## src/rtl/cng_pkg.sv

```systemverilog
// Package: sizes, codes and types of the congestion notice generator.
`timescale 1ns / 1ps
`default_nettype none
package cng_pkg;

  localparam int FLOW_SLOTS = 64;
  localparam int IDX_W      = (FLOW_SLOTS > 1) ? $clog2(FLOW_SLOTS) : 1;
  localparam int CNT_W      = $clog2(FLOW_SLOTS + 1);

  localparam int S_TDATA_W  = 72;
  localparam int M_TDATA_W  = 136;
  localparam int CFG_IDX_W  = 8;
  localparam int CFG_DATA_W = 16;

  localparam logic OP_PACKET = 1'b0;
  localparam logic OP_TICK   = 1'b1;

  localparam logic [1:0] ECN_CE = 2'd3;

  localparam logic [CFG_IDX_W-1:0] CFG_ENABLE = 8'd0;
  localparam logic [CFG_IDX_W-1:0] CFG_WINDOW = 8'd1;

  localparam logic [15:0] WINDOW_RESET = 16'd50;

  typedef enum logic [1:0] {
    ST_IDLE,
    ST_SCAN,
    ST_FINISH
  } state_t;

endpackage
`default_nettype wire

```

## src/rtl/congestion_notice_generator.sv

```systemverilog
// Top level: congestion notice generator with a flow table in one RAM.
`timescale 1ns / 1ps
`default_nettype none
// Receiver-side congestion notice pacing. Each packet transaction on the
// slave stream carries a flow id, its ECN code and its source address; a
// tick transaction (tuser = 1) advances the notice window. When enabled and
// the packet is marked congestion experienced, the block counts the mark and,
// if the flow has had no notice in the current window, emits a notice toward
// the source and records the flow if room is left. Exactly one result transaction per input.
// Recorded flows live in a single-port-read RAM of FLOW_SLOTS words, filled
// in order; a fill count tells which words are live, so a window end clears
// the table by zeroing the count and no clearing pass is needed after reset.
// Ticks, unmarked packets, disabled packets and marked packets seen while the
// table is empty need no table lookup. A marked packet otherwise scans the
// table one word per cycle through the RAM read port, up to the last recorded
// flow; a match ends the scan early.
// A new item is taken while the previous result still sits in the
// output register; a result waits there until the master side takes it.
// Configuration: index 0 = receiver_enable, 1 = window_ticks; others ignored.
module congestion_notice_generator
  import cng_pkg::*;
(
  input  wire logic                  clk,
  input  wire logic                  rst,
  // input stream
  input  wire logic                  s_tvalid,
  output logic                       s_tready,
  // tdata, low bit up: flow_id[31:0], ecn_code[33:32], source_address[65:34], zero pad
  input  wire logic [S_TDATA_W-1:0]  s_tdata,
  // tuser: opcode[0]
  input  wire logic [0:0]            s_tuser,
  // result stream
  output logic                       m_tvalid,
  input  wire logic                  m_tready,
  // tdata, low bit up: send_notice[0], notice_flow[32:1], notice_destination[64:33],
  // table_full[65], marked_total[97:66], notice_total[129:98], zero pad
  output logic [M_TDATA_W-1:0]       m_tdata,
  // configuration writes
  input  wire logic                  cfg_valid,
  output logic                       cfg_ready,
  input  wire logic [CFG_IDX_W-1:0]  cfg_index,
  input  wire logic [CFG_DATA_W-1:0] cfg_data
);

  // ---------------------------------------------------------------- config
  logic        receiver_enable;
  logic [15:0] window_ticks;

  assign cfg_ready = 1'b1;

  always_ff @(posedge clk) begin
    if (rst) begin
      receiver_enable <= 1'b0;
      window_ticks    <= WINDOW_RESET;
    end else if (cfg_valid) begin
      case (cfg_index)
        CFG_ENABLE: receiver_enable <= cfg_data[0];
        CFG_WINDOW: window_ticks    <= cfg_data;
        default: ;
      endcase
    end
  end

  // ---------------------------------------------------------------- state
  state_t state, state_next;

  logic [CNT_W-1:0] used_count;
  logic [15:0]      tick_count;
  logic [31:0]      marked_count;
  logic [31:0]      notice_count;

  // latched item for the scan path
  logic        item_opcode;
  logic [31:0] item_flow;
  logic [1:0]  item_ecn;
  logic [31:0] item_src;
  logic        hit;

  // scan pointer: counts reads issued, can reach used_count itself
  logic [CNT_W-1:0] scan_idx;
  logic             rd_pending;
  logic [31:0]      rd_data;

  // flow table
  logic [31:0] flow_mem [FLOW_SLOTS];

  // input field view
  logic        in_opcode;
  logic [31:0] in_flow;
  logic [1:0]  in_ecn;
  logic [31:0] in_src;

  assign in_opcode = s_tuser[0];
  assign in_flow   = s_tdata[31:0];
  assign in_ecn    = s_tdata[33:32];
  assign in_src    = s_tdata[65:34];

  logic out_free;
  logic in_fast;
  logic hit_now;
  logic scan_done;

  assign out_free  = !m_tvalid || m_tready;
  // items that need no table lookup
  assign in_fast   = (in_opcode == OP_TICK) || !receiver_enable || (in_ecn != ECN_CE)
                     || (used_count == '0);
  assign hit_now   = rd_pending && (rd_data == item_flow);
  assign scan_done = (scan_idx == used_count) && !rd_pending;

  // ---------------------------------------------------------------- FSM
  always_comb begin
    state_next = state;
    case (state)
      ST_IDLE: begin
        if (s_tvalid) begin
          if (in_fast) state_next = out_free ? ST_IDLE : ST_FINISH;
          else         state_next = ST_SCAN;
        end
      end
      ST_SCAN: begin
        if (hit_now || scan_done) state_next = ST_FINISH;
      end
      ST_FINISH: begin
        if (out_free) state_next = ST_IDLE;
      end
      default: state_next = ST_IDLE;
    endcase
  end

  logic accept;
  logic finish;
  logic rd_issue;

  always_comb begin
    s_tready = 1'b0;
    finish   = 1'b0;
    rd_issue = 1'b0;
    case (state)
      ST_IDLE: begin
        s_tready = 1'b1;
        finish   = s_tvalid && in_fast && out_free;
      end
      ST_SCAN: begin
        rd_issue = (scan_idx < used_count) && !hit_now;
      end
      ST_FINISH: begin
        finish = out_free;
      end
      default: ;
    endcase
  end

  assign accept = s_tvalid && s_tready;

  // ---------------------------------------------------------------- result
  // In IDLE the result comes straight from the input; otherwise from the latch.
  logic        cur_opcode;
  logic [31:0] cur_flow;
  logic [1:0]  cur_ecn;
  logic [31:0] cur_src;
  logic        cur_hit;

  always_comb begin
    if (state == ST_IDLE) begin
      cur_opcode = in_opcode;
      cur_flow   = in_flow;
      cur_ecn    = in_ecn;
      cur_src    = in_src;
      cur_hit    = 1'b0;
    end else begin
      cur_opcode = item_opcode;
      cur_flow   = item_flow;
      cur_ecn    = item_ecn;
      cur_src    = item_src;
      cur_hit    = hit;
    end
  end

  logic        is_tick;
  logic        is_marked;
  logic        new_flow;
  logic        has_room;
  logic [15:0] tick_inc;
  logic        window_end;

  logic [CNT_W-1:0] used_count_next;
  logic [15:0]      tick_count_next;
  logic [31:0]      marked_count_next;
  logic [31:0]      notice_count_next;

  assign is_tick    = (cur_opcode == OP_TICK);
  assign is_marked  = !is_tick && receiver_enable && (cur_ecn == ECN_CE);
  assign new_flow   = is_marked && !cur_hit;
  assign has_room   = (used_count < CNT_W'(FLOW_SLOTS));
  assign tick_inc   = tick_count + 16'd1;
  // a zero window length acts as one; lowering it below the count ends on the next tick
  assign window_end = (tick_inc >= window_ticks) || (tick_inc == 16'd0);

  always_comb begin
    used_count_next   = used_count;
    tick_count_next   = tick_count;
    marked_count_next = marked_count;
    notice_count_next = notice_count;
    if (is_tick) begin
      tick_count_next = window_end ? 16'd0 : tick_inc;
      if (window_end) used_count_next = '0;
    end else if (is_marked) begin
      marked_count_next = marked_count + 32'd1;
      if (new_flow) begin
        notice_count_next = notice_count + 32'd1;
        if (has_room) used_count_next = used_count + CNT_W'(1);
      end
    end
  end

  // ---------------------------------------------------------------- registers
  always_ff @(posedge clk) begin
    if (rst) begin
      state        <= ST_IDLE;
      used_count   <= '0;
      tick_count   <= '0;
      marked_count <= '0;
      notice_count <= '0;
      hit          <= 1'b0;
      scan_idx     <= '0;
      rd_pending   <= 1'b0;
      m_tvalid     <= 1'b0;
    end else begin
      state      <= state_next;
      rd_pending <= rd_issue;
      if (accept) begin
        hit      <= 1'b0;
        scan_idx <= '0;
      end else begin
        if (state == ST_SCAN && hit_now) hit <= 1'b1;
        if (rd_issue) scan_idx <= scan_idx + CNT_W'(1);
      end
      if (finish) begin
        used_count   <= used_count_next;
        tick_count   <= tick_count_next;
        marked_count <= marked_count_next;
        notice_count <= notice_count_next;
        m_tvalid     <= 1'b1;
      end else if (m_tready) begin
        m_tvalid <= 1'b0;
      end
    end
  end

  // item latch and output payload
  always_ff @(posedge clk) begin
    if (accept) begin
      item_opcode <= in_opcode;
      item_flow   <= in_flow;
      item_ecn    <= in_ecn;
      item_src    <= in_src;
    end
    if (finish) begin
      m_tdata <= {6'd0,
                  notice_count_next,
                  marked_count_next,
                  new_flow && !has_room,
                  new_flow ? cur_src : 32'd0,
                  new_flow ? cur_flow : 32'd0,
                  new_flow};
    end
  end

  // flow table: new flows go to the next free word, reads are registered
  always_ff @(posedge clk) begin
    if (finish && new_flow && has_room) begin
      flow_mem[used_count[IDX_W-1:0]] <= cur_flow;
    end
    if (rd_issue) begin
      rd_data <= flow_mem[scan_idx[IDX_W-1:0]];
    end
  end

endmodule
`default_nettype wire

```

## config.mk

```make
export PLATFORM = sky130hd
export DESIGN_NAME = congestion_notice_generator
export DESIGN_NICKNAME = d
export VERILOG_FILES = /design/src/rtl/cng_pkg.sv /design/src/rtl/congestion_notice_generator.sv
export SDC_FILE = /design/constraint.sdc
export NUM_CORES = 2
export LEC_CHECK = 0
export BUFFER_PORTS_ARGS = -buffer_cell sky130_fd_sc_hd__buf_2
export CORE_MARGIN = 1
export CORE_UTILIZATION = 60
export DETAILED_ROUTE_END_ITERATION = 8
export PLACE_DENSITY = 0.88
export SYNTH_ARGS = -nofsm -noshare
export SYNTH_HDL_FRONTEND = slang
export SYNTH_SLANG_ARGS = --single-unit
```

## constraint.sdc

```tcl
create_clock -name clk -period 7.45 [get_ports clk]
set_input_delay 1.49 -clock clk [delete_from_list [all_inputs] [get_ports clk]]
set_output_delay 1.49 -clock clk [all_outputs]
set_load 0.01 [all_outputs]
```

==> impl_metrics.toml <==
[run_status]
status = "finished with violations"
violated_checks = "capacitance limit"

[die]
floorplan.rows = 144
chipWidth_um = 396
initial_utilization_pct = 60.4
ioPinCount = 241
die_area_um2 = 157000
die_h_um = 396
core-area_um2 = 154000

[critical_path]
timing.setup.critical_path_class = "reg2reg"
worstSetupStartpointType = "flop"
crit_required_ns = 7.90
cpPeakStageDelay_ns = 1.41
regToRegSetupSlack_ns = 1.97
ff_to_ff_path_depth = 10
highest_net_fanout_along_the_worst_path = 89
crit_path_top_delay_cell = "sky130_fd_sc_hd__nor2_4"
worstPathCellList = "inv_1 > ha_1 > nor3b_1 > and4_1 > nor3_2 > inv_6 > nand2_1 > nor2_1 > nand3_1 > nor2_4"
crit_path_end_kind = "flop"
worst-endpoint-arrival_ns = 5.92

[grt]
largest_net_degree_at_the_start_of_global_routing = 160
grt_antenna_before_repair = 21
global_route.usage.total_pct = 32.7
globalRouteOverflowTotal = 0
grt_pass1_vias = 48600
wire_length_of_the_first_global_routing_pass_um = 358000

[sta]
timing.clock.skew_ns = 0.0322
final-hold-violation-count = 0
rsz_0062_raised_after_global_routing = "false"
final.setup.worst_slack_ns = 1.97
setup_violations = 0
slew-limit-headroom_pct = 0.932
timing.final.crit_share_pct = 73.5
tightest_slew_ns = 1.48
maxSlewViolCount = 0
fin_crit_ns = 5.48
fin_setup_tns_ns = 0
fmax_mhz = 183

[pwr]
power_report.internal_total_mw = 20.8
power_frac_comb_pct = 1.9
sw_frac_of_total_pct = 20.8
total_switching_power_mw = 5.48
pwr-share-clk_pct = 41.5
vdd_drop_max_mv = 0.310
cellPowerDensity_nw_per_um2 = 253
fin_total_pwr_mw = 26.3
seq_power_share_pct = 56.6
p_leak_nw = 32.3

[synth]
syn_area_per_cell_um2 = 21.2
synth_area_leader_cell = "sky130_fd_sc_hd__edfxtp_1"
synth-seq-cells = 2393
largest_family_of_logic_cells_by_synthesized_area = "multiplexers"
synth_edf_count = 2277
yosys.cell_types.count = 61
ys_dominant_reg_cell = "sky130_fd_sc_hd__edfxtp_1"
yosys.area_share.adder_pct = 0.403
async_flop_share_pct = 0
synthSimpleGateAreaFrac_pct = 3.32
multiplexer_area_fraction_after_synthesis_pct = 16.4
synth_xor_xnor_area_share_pct = 1.63
synth_compound_gate_area_share_pct = 0.945
most_frequent_cells_after_synthesis = "2,277 x sky130_fd_sc_hd__edfxtp_1, 672 x sky130_fd_sc_hd__mux4_2, 250 x sky130_fd_sc_hd__nand2_1"
synthesis.area_um2 = 93100
synth_most_common_cell = "sky130_fd_sc_hd__edfxtp_1"
yosys_warnings = 0
synth.top_cell.area_share_pct = 73.5
syn-instance-count = 4399
post_synth_main_area_contributors = "sky130_fd_sc_hd__edfxtp_1 73%, sky130_fd_sc_hd__mux4_2 16%, sky130_fd_sc_hd__dfxtp_1 2.5%, sky130_fd_sc_hd__nand2_1 1.0%, sky130_fd_sc_hd__xnor2_1 0.86%"
ys_seq_area_share_pct = 76.0

[min_path]
timing.hold.worst_path_depth = 1
min-delay-path-class = "reg2reg"

[clocking]
tritoncts = "built"
post_cts_hold_buffer_count = 0
numCtsBuffers = 211
cts.reportedPaths.clkPinSlew_ns = 0.06
clk_latency_ns = 0.87
cts.repair_timing.setup_buffer_count = 0
max-clock-path-buffers = 3
cts_sinks = 2393
number_of_gates_resized_after_cts = 0
cts-htree-levels = 4
cts_root_buffer = "sky130_fd_sc_hd__clkbuf_16"

[place]
placement.cell_area_um2 = 97000
detailedPlacementHpwl_um = 138000
port_buffers = 227
routabilityCongestion = 0.900
numPlacedInstances = 6524
post-place-ws_ns = 1.60

[route]
viasPerCell = 7.00
route.detailed.drc = 0
dr.pass1.iters = 9
routed_wirelength_um = 254000
route.vias.total = 48500
avgRoutedWirePerCell_um = 36.6
final_antenna_net_count = 0
initialDrtViolationCount = 7604

[finish]
instances_no_fill = 6926
finalInstanceArea_um2 = 104000
post_route_cells_drive_above_1_share_pct = 28.1
nNetsFinal = 4825
area_growth_syn_to_layout_pct = 11.4

[run]
maxCapViolations = 2
## state kept, by name, indices dropped and copies added (netlist names), 2 cells and up
register,cells
item_flow,32
scan_idx,7
item_ecn,2
state,2
tick_count,16
marked_count,32
item_src,32
notice_count,32
rd_data,32
used_count,7
window_ticks,16
m_tdata,130
flow_mem,2048
## per-layer routing
| layer | share of wire [%] | wire (um) | track usage, % | vias to the layer above |
|---|---|---|---|---|
| met5 | 0.071 | 180 | 0 | - |
| met4 | 4.8 | 12200 | 13.6 | 26 |
| met3 | 13 | 33300 | 9.27 | 839 |
| met2 | 50 | 128000 | 54.5 | 4362 |
| met1 | 32 | 80400 | 40.4 | 24700 |
| li1 | - | - | - | 18600 |
## through the flow
stage / hold WS (ns) / utilization, %
6_report: 0.478 / 67.3
2_1_floorplan: 0.435 / -
5_1_grt: 0.494 / 67.3
3_3_place_gp: 0.450 / 63.0
3_5_place_dp: 0.454 / 63.0
4_1_cts: 0.472 / 67.3
## cells in the final DEF (no fill, tap or decap), types with 16 or more instances in the layout
cell                        netlist  final
sky130_fd_sc_hd__inv_1           48     45
sky130_fd_sc_hd__dfxtp_1        116    110
sky130_fd_sc_hd__mux4_2         672    672
sky130_fd_sc_hd__ha_1            30     30
sky130_fd_sc_hd__nand2_1        250    247
sky130_fd_sc_hd__clkbuf_1       123     47
sky130_fd_sc_hd__nor2_4           0     64
sky130_fd_sc_hd__o21ai_0         20     20
sky130_fd_sc_hd__xor2_1          82     82
sky130_fd_sc_hd__clkbuf_16        0    216
sky130_fd_sc_hd__or3_1           17     17
sky130_fd_sc_hd__nor3_1          25     24
sky130_fd_sc_hd__nand3_1         62     62
sky130_fd_sc_hd__xnor2_1         91     91
sky130_fd_sc_hd__nand4_1         31     31
sky130_fd_sc_hd__buf_4           10     77
sky130_fd_sc_hd__clkinv_2         0     45
sky130_fd_sc_hd__bufinv_16        0     16
sky130_fd_sc_hd__clkinv_1         0     56
sky130_fd_sc_hd__nor2_1         212    148
sky130_fd_sc_hd__buf_2           55    226
sky130_fd_sc_hd__mux2i_1         16     16
sky130_fd_sc_hd__a21oi_1         98     98
sky130_fd_sc_hd__edfxtp_1      2277   2277
## power groups by stage
| stage | Clock (mW) | Sequential [mW] | Combinational (mW) |
|---|---|---|---|
| floorplan | 0 | 15.2 | 0.190 |
| CTS | 10.9 | 14.9 | 0.487 |
| finish | 10.9 | 14.9 | 0.504 |
| global placement | 0 | 15.2 | 0.433 |
| detailed placement | 0 | 15.2 | 0.470 |
| global route | 11.3 | 14.9 | 0.518 |
## area by class of cell
class | count | area [um^2]
diodes | 8 | 20.0
clock buffers | 265 | 5610
clock inverters | 129 | 1070
fillers | 8630 | 50300
inverters | 48 | 186
multi-input cells | 1728 | 21700
flip-flops and latches | 2393 | 70700
well taps | 2044 | 2560
repair buffers | 311 | 1870
## worst paths after layout
| check | start | to |
|---|---|---|
| max | used_count[0] | flow_mem[15][9] |
| min | window_ticks[1] | window_ticks[1] |
| max reg2reg | used_count[0] | flow_mem[15][9] |
| min reg2reg | window_ticks[1] | window_ticks[1] |
## logic make-up (layout without fill, tap and decap cells)
group | after synthesis | count (layout)
adders and majority gates | 30 | 30
and+or+nand+nor | 676 | 676
muxes | 689 | 689
DFF | 2393 | 2393
other | 2 | 15
AOI/OAI and AO/OA | 153 | 153
xor gates and xnor gates | 173 | 173
buffers and inverters | 283 | 753
## critical path: cells and delay by family (launching register included)
kind / cells / cell delay [ns]
buffers and inverters: 2 / 0.81
AND/OR/NAND/NOR: 7 / 3.63
flip-flops: 1 / 0.40
adder cells (fa/ha/maj): 1 / 0.18
Power figures use the tool's default switching activity.
